==> src/rtl/gbf_ram.sv <==
// Generic single-port-write, single-port-read RAM with a registered read.
// Depends on nothing.
module gbf_ram #(
  parameter int Width = 8,
  parameter int Depth = 256
) (
  input  logic                     clk,
  input  logic                     we,
  input  logic [$clog2(Depth)-1:0] waddr,
  input  logic [Width-1:0]         wdata,
  input  logic [$clog2(Depth)-1:0] raddr,
  output logic [Width-1:0]         rdata
);
  logic [Width-1:0] mem [Depth];

  always_ff @(posedge clk) begin
    if (we) begin
      mem[waddr] <= wdata;
    end
    rdata <= mem[raddr];
  end
endmodule

==> config.mk <==
export PLATFORM = sky130hd
export DESIGN_NAME = gbf_ram
export DESIGN_NICKNAME = d
export VERILOG_FILES = /design/src/rtl/gbf_ram.sv
export SDC_FILE = /design/constraint.sdc
export NUM_CORES = 2
export LEC_CHECK = 0
export BUFFER_PORTS_ARGS = -buffer_cell sky130_fd_sc_hd__buf_2
export CAP_MARGIN = 20
export CORE_UTILIZATION = 43
export CTS_CLUSTER_DIAMETER = 200
export CTS_CLUSTER_SIZE = 25
export DETAILED_ROUTE_END_ITERATION = 10
export RECOVER_POWER = 25
export SLEW_MARGIN = 20
export SYNTH_ARGS = -nofsm -noshare
export SYNTH_HDL_FRONTEND = slang
export SYNTH_SLANG_ARGS = --single-unit
==> constraint.sdc <==
create_clock -name clk -period 2.4 [get_ports clk]
set_input_delay 0 -clock clk [delete_from_list [all_inputs] [get_ports clk]]
set_output_delay 0 -clock clk [all_outputs]
set_load 0.03 [all_outputs]
* Word-level counts from Yosys, hierarchy flattened
Memory sizes are Yosys's and may differ from the RTL's. A register that Yosys moved wholly into a read port is not among the register bits.
Cells that the tools add are included.
** Word-level totals
- Register bits :: 0
- Bits in writable memories :: 2048
- Input bits :: 26
- Output and inout port bits :: 8
- Logic and storage cells :: 3
- Memories :: 1
** Cells by class
- Mux-type cells :: 2
** Memories
- mem :: words 256, width 8, rd ports 1, clocked after Yosys merged registers in 1, write ports 1, line 14 : logic [Width-1:0] mem [Depth];
** Operator list (count)
- $mux 1 :: 2

* Longest topological paths before layout
- Word-level depth :: 2
- Gate-level depth with buffers :: 11
- Mapped depth without buffers :: 6

* Least setup slack after synthesis
OpenSTA, ideal clock, no wires.
- Path kind :: input port to flip-flop
- Start point :: in raddr[0]
- End point :: reg rdata[2], read port of mem
- Data arrival time :: 1.807 ns
- Setup slack :: 0.462 ns
- Cell stages on the path :: 9
- Path buffers :: 4
- Path through :: buf_6 -> buf_12 -> buf_8 -> buf_2 -> mux4_2 -> a22oi_1 -> a21oi_1 -> nor4_1 -> nor4_2
** RTL lines
- from (decl) :: line 11 : input logic [$clog2(Depth)-1:0] raddr,
- to (decl) :: line 12 : output logic [Width-1:0] rdata

==> qor_table.md <==
| Item | Value | Unit |
|---|---|---|
| First-pass GRT wire length | 288.8 | mm |
| Clock Skews | 43.73 | ps |
| Cell type of the slowest stage on the worst timing path | sky130_fd_sc_hd__nor4_4 | - |
| IO buf count | 33 | - |
| Worst slew slack as a fraction of its limit | -71.95 | % |
| Critical Path Source Type | register | - |
| Met3 Track Usage GR | 3.442 | % |
| Dominant register cell in the synthesized netlist | sky130_fd_sc_hd__edfxtp_1 | - |
| Per-cell via count in the routed design | 5.826 | - |
| Average cell area after synthesis | 21.31 | µm² |
| Most numerous cell on the critical path | sky130_fd_sc_hd__mux4_2 | - |
| Routed wirelength normalized by instance count | 29.52 | µm |
| I/O pin count | 34 | - |
| Routed Wire Length | 201.3 | mm |
| Unrepaired setup endpoints after global routing | yes | - |
| Largest cells by area after synthesis | sky130_fd_sc_hd__edfxtp_1 (77%), sky130_fd_sc_hd__mux4_2 (13%), sky130_fd_sc_hd__mux2i_1 (1.7%) | - |
| Mux cell area share after synthesis | 14.62 | % |
| Reg2Reg Setup Slack | -160 | ps |
| CP Max Fanout | 1 | - |
| Run status | finished, violations left | - |
| Met2 routing resource usage after global routing | 34.65 | % |
| CP required | 3020 | ps |
| CP top delay family | multiplexers | - |
| Dominant combinational cell family by area after synthesis | multiplexers | - |
| Top library cells by usage in the layout, fill and taps aside | sky130_fd_sc_hd__edfxtp_1 (2,048), sky130_fd_sc_hd__buf_4 (614), sky130_fd_sc_hd__mux4_2 (455) | - |
| Number of search-and-repair iterations in the first detailed-routing pass | 5 | - |
| Clock buffers created by TritonCTS | 92 | - |
| Leakage power | 28.42 | nW |
| Clock transition at the registers of the reported paths | 100 | ps |
| Largest area contributor in the netlist | sky130_fd_sc_hd__edfxtp_1 | - |
| Start-to-end type of the worst setup path | register to register | - |
| Die width | 432.1 | µm |
| Arrival time at the worst endpoint | 3190 | ps |
| Clock latency of the later-clocked register in the worst-skew pair | 760 | ps |
| Synthesized netlist net count | 3,759 | - |
| Initial antenna violation count | 4 | - |
| Starting Density | 43.36 | % |
| Final hold slack | 215.0 | ps |
| Max Fclk | 390.1 | MHz |
| Yosys top cell area share | 77.30 | % |
| Post-synthesis cell count | 3,733 | - |
| Via count of the first global-routing pass | 39,680 | - |
| Fraction of final layout cells with drive strength greater than 1 | 30.13 | % |
| Sink Count | 2,056 | - |
| Min-Delay Endpoint | rdata[5] | - |
| Largest net degree at the start of global routing | 99 | - |
| Pins over their slew limit | 623 | - |
| Share of async-settable or async-resettable flops after synthesis | 0 | % |
| Core footprint | 183,500 | µm² |
| Net count, final | 4,359 | - |
| Crit path cell chain | mux4_2 > mux4_2 > nor2b_4 > nor4_4 > buf_4 > nor4_2 | - |
| Delay contributed by the slowest stage of the critical path | 580 | ps |
| Area share of xor/xnor cells in the synthesized design | 0 | % |
| HPWL Detailed | 132.8 | mm |
| Ratio of total power to cell area | 682.4 | nW/µm² |
| Smallest setup slack after layout | -163.2 | ps |
| Filler-free cell count of the finished design | 6,820 | - |
| Total count of hold-check failures in the final report | 0 | - |
| Gpl congestion | 0.8601 | - |
| Count of buffering cells on the critical path with inverters included | 1 | - |
| DR DRC count | 0 | - |
| CTS root buffer | sky130_fd_sc_hd__clkbuf_16 | - |
| CTS HTree Levels | 3 | - |
| Setup fix buffers added after clock tree synthesis | 0 | - |
| Simple-gate share of the synthesized area | 2.628 | % |
| Remaining number of nets flagged by the antenna check after routing | 0 | - |
| Area taken by multi-input logic gates | 16,650 | µm² |
| Met1 usage in global routing | 30.85 | % |
| Layout Utilization | 49.10 | % |
| DRC violation total after the first TritonRoute iteration | 4,738 | - |
| Maximum count of clock buffers along a single path | 3 | - |
| Area of the die | 186,700 | µm² |
| Standard-cell rows | 157 | - |
| Post-synth EDFFs | 2,048 | - |
| GRT Overall Usage | 21.53 | % |
| Complex-gate fraction of the synthesized area | 3.419 | % |
| Startpoint of the worst-slack reg-to-reg timing path | mem[84][2] | - |
| Sequential cell area | 61,660 | µm² |
| Reg-to-reg endpoint | rdata[2] | - |
| CTS tree | built | - |
| Fraction of the cycle the final worst path needs | 106.8 | % |
| Post-synthesis sequential element count | 2,056 | - |
| Placed Cells | 6,683 | - |
| Highest-utilization routing layer at the global route stage | met2 | - |
| Fin crit period | 2563 | ps |
| Via count | 39,730 | - |
| Syn Std Cell Area | 79,560 | µm² |
| Area growth from synthesis to layout | 13.24 | % |
| Filler Cell Count | 14,940 | - |
| Endpoint type of the worst setup path | register | - |
| Slew at the pin with the worst max-slew slack | 2579 | ps |
| Max-cap violations | 8 | - |
| Hold path depth | 6 | - |
| Die height | 432.1 | µm |
| Total gr overflow | 0 | - |
| Area share of fa/ha/maj cells after synthesis | 0 | % |
| Worst hold path type | input pin to register | - |
| Violated checks | max-capacitance violations, max-slew violations, negative setup slack | - |
| Final Setup Violations | 2 | - |
| Fraction of the yosys area taken by sequential cells | 77.50 | % |
| Cell count of the worst reg-to-reg path | 6 | - |
| Most common library cell in the layout ignoring fill and taps | sky130_fd_sc_hd__edfxtp_1 | - |
| Beginning of the worst hold path | raddr[6] | - |
| Highest ir drop seen on vdd | 570.9 | µV |
| Number of synthesis warnings | 0 | - |
| Cell variety after synth | 55 | - |
per-stage QoR:
stage | instance area, µm² | TNS, ps | worst slack, ps | total power [mW]
after floorplan | 79560 | 0 | 462.1 | 42.35
after global placement | 87550 | -4952 | -1192 | 44.58
after detailed placement | 87560 | -4342 | -731.5 | 44.62
after CTS | 90280 | -176.5 | -151.7 | 61.88
after global routing | 90090 | -4051 | -130.0 | 63.12
final | 90090 | -167.6 | -163.2 | 61.48
how the worst max path moves through the flow:
| stage | cells after the start | slack (ps) | start | to |
|---|---|---|---|---|
| floorplan | 9 | 460 | raddr[0] | rdata[2] |
| global placement | 11 | -1190 | raddr[0] | rdata[2] |
| detailed placement | 11 | -730 | raddr[0] | rdata[0] |
| CTS | 6 | -150 | mem[87][2] | rdata[2] |
| global route | 6 | -130 | mem[84][2] | rdata[2] |
| finish | 6 | -160 | mem[84][2] | rdata[2] |
cells in the mapped netlist, types with 10 or more instances:
| cell type | number |
|---|---|
| sky130_fd_sc_hd__a221oi_1 | 13 |
| sky130_fd_sc_hd__nor3_1 | 22 |
| sky130_fd_sc_hd__nor2b_1 | 31 |
| sky130_fd_sc_hd__mux4_2 | 454 |
| sky130_fd_sc_hd__nand2_1 | 33 |
| sky130_fd_sc_hd__buf_4 | 27 |
| sky130_fd_sc_hd__buf_6 | 21 |
| sky130_fd_sc_hd__a21oi_1 | 96 |
| sky130_fd_sc_hd__buf_2 | 31 |
| sky130_fd_sc_hd__edfxtp_1 | 2048 |
| sky130_fd_sc_hd__o211ai_1 | 10 |
| sky130_fd_sc_hd__clkbuf_1 | 111 |
| sky130_fd_sc_hd__nor4_1 | 24 |
| sky130_fd_sc_hd__nand4_1 | 10 |
| sky130_fd_sc_hd__a22oi_1 | 133 |
| sky130_fd_sc_hd__buf_8 | 13 |
| sky130_fd_sc_hd__o221ai_1 | 46 |
| sky130_fd_sc_hd__buf_1 | 22 |
| sky130_fd_sc_hd__nand3_1 | 34 |
| sky130_fd_sc_hd__o21ai_0 | 10 |
| sky130_fd_sc_hd__o22ai_1 | 28 |
| sky130_fd_sc_hd__nor2_1 | 282 |
| sky130_fd_sc_hd__a211oi_1 | 16 |
| sky130_fd_sc_hd__mux2i_1 | 134 |
sequential cells by signal, indices dropped and copies added (netlist names):
register and cells:
mem 2048, rdata 8
power by group:
group          internal [mW]  switching, mW
combinational           1.66           2.56
sequential              39.5         0.0474
clock                   7.11           10.6
total                   48.3           13.2
layer usage:
layer	wire length, µm	up-vias
li1	-	16720
met1	84230	21320
met2	97320	1463
met3	14460	229
met4	5303	0
met5	0	-
worst min-delay path, cell delays in order:
cell	delay, ps
sky130_fd_sc_hd__buf_2	360
sky130_fd_sc_hd__a311oi_1	90
sky130_fd_sc_hd__o221ai_1	60
sky130_fd_sc_hd__a211oi_1	70
sky130_fd_sc_hd__buf_4	130
sky130_fd_sc_hd__nor4_1	170
area by class of cell:
type / count / share of cell area, %
Antenna cell: 1 / 0.002778
Clock buffer: 113 / 2.666
Clock inverter: 3 / 0.04166
Inverter: 2 / 0.008333
Multi-Input combinational cell: 1442 / 18.48
Sequential cell: 2056 / 68.44
Tap cell: 2464 / 3.422
Timing Repair Buffer: 739 / 6.941
cell families after synthesis:
group           Yosys count
flops                  2056
buf+inv                 235
mux                     591
compound gates          385
simple gates            466
timing repair:
item | CTS | global route
hold buffers | 20 | 0
gates resized for setup | 14 | 11
hold endpoints to repair | 1339 | 0
endpoints found under the setup margin | 8 | 6
pin swaps | 2 | 3
(Power assumes the default switching activity.)
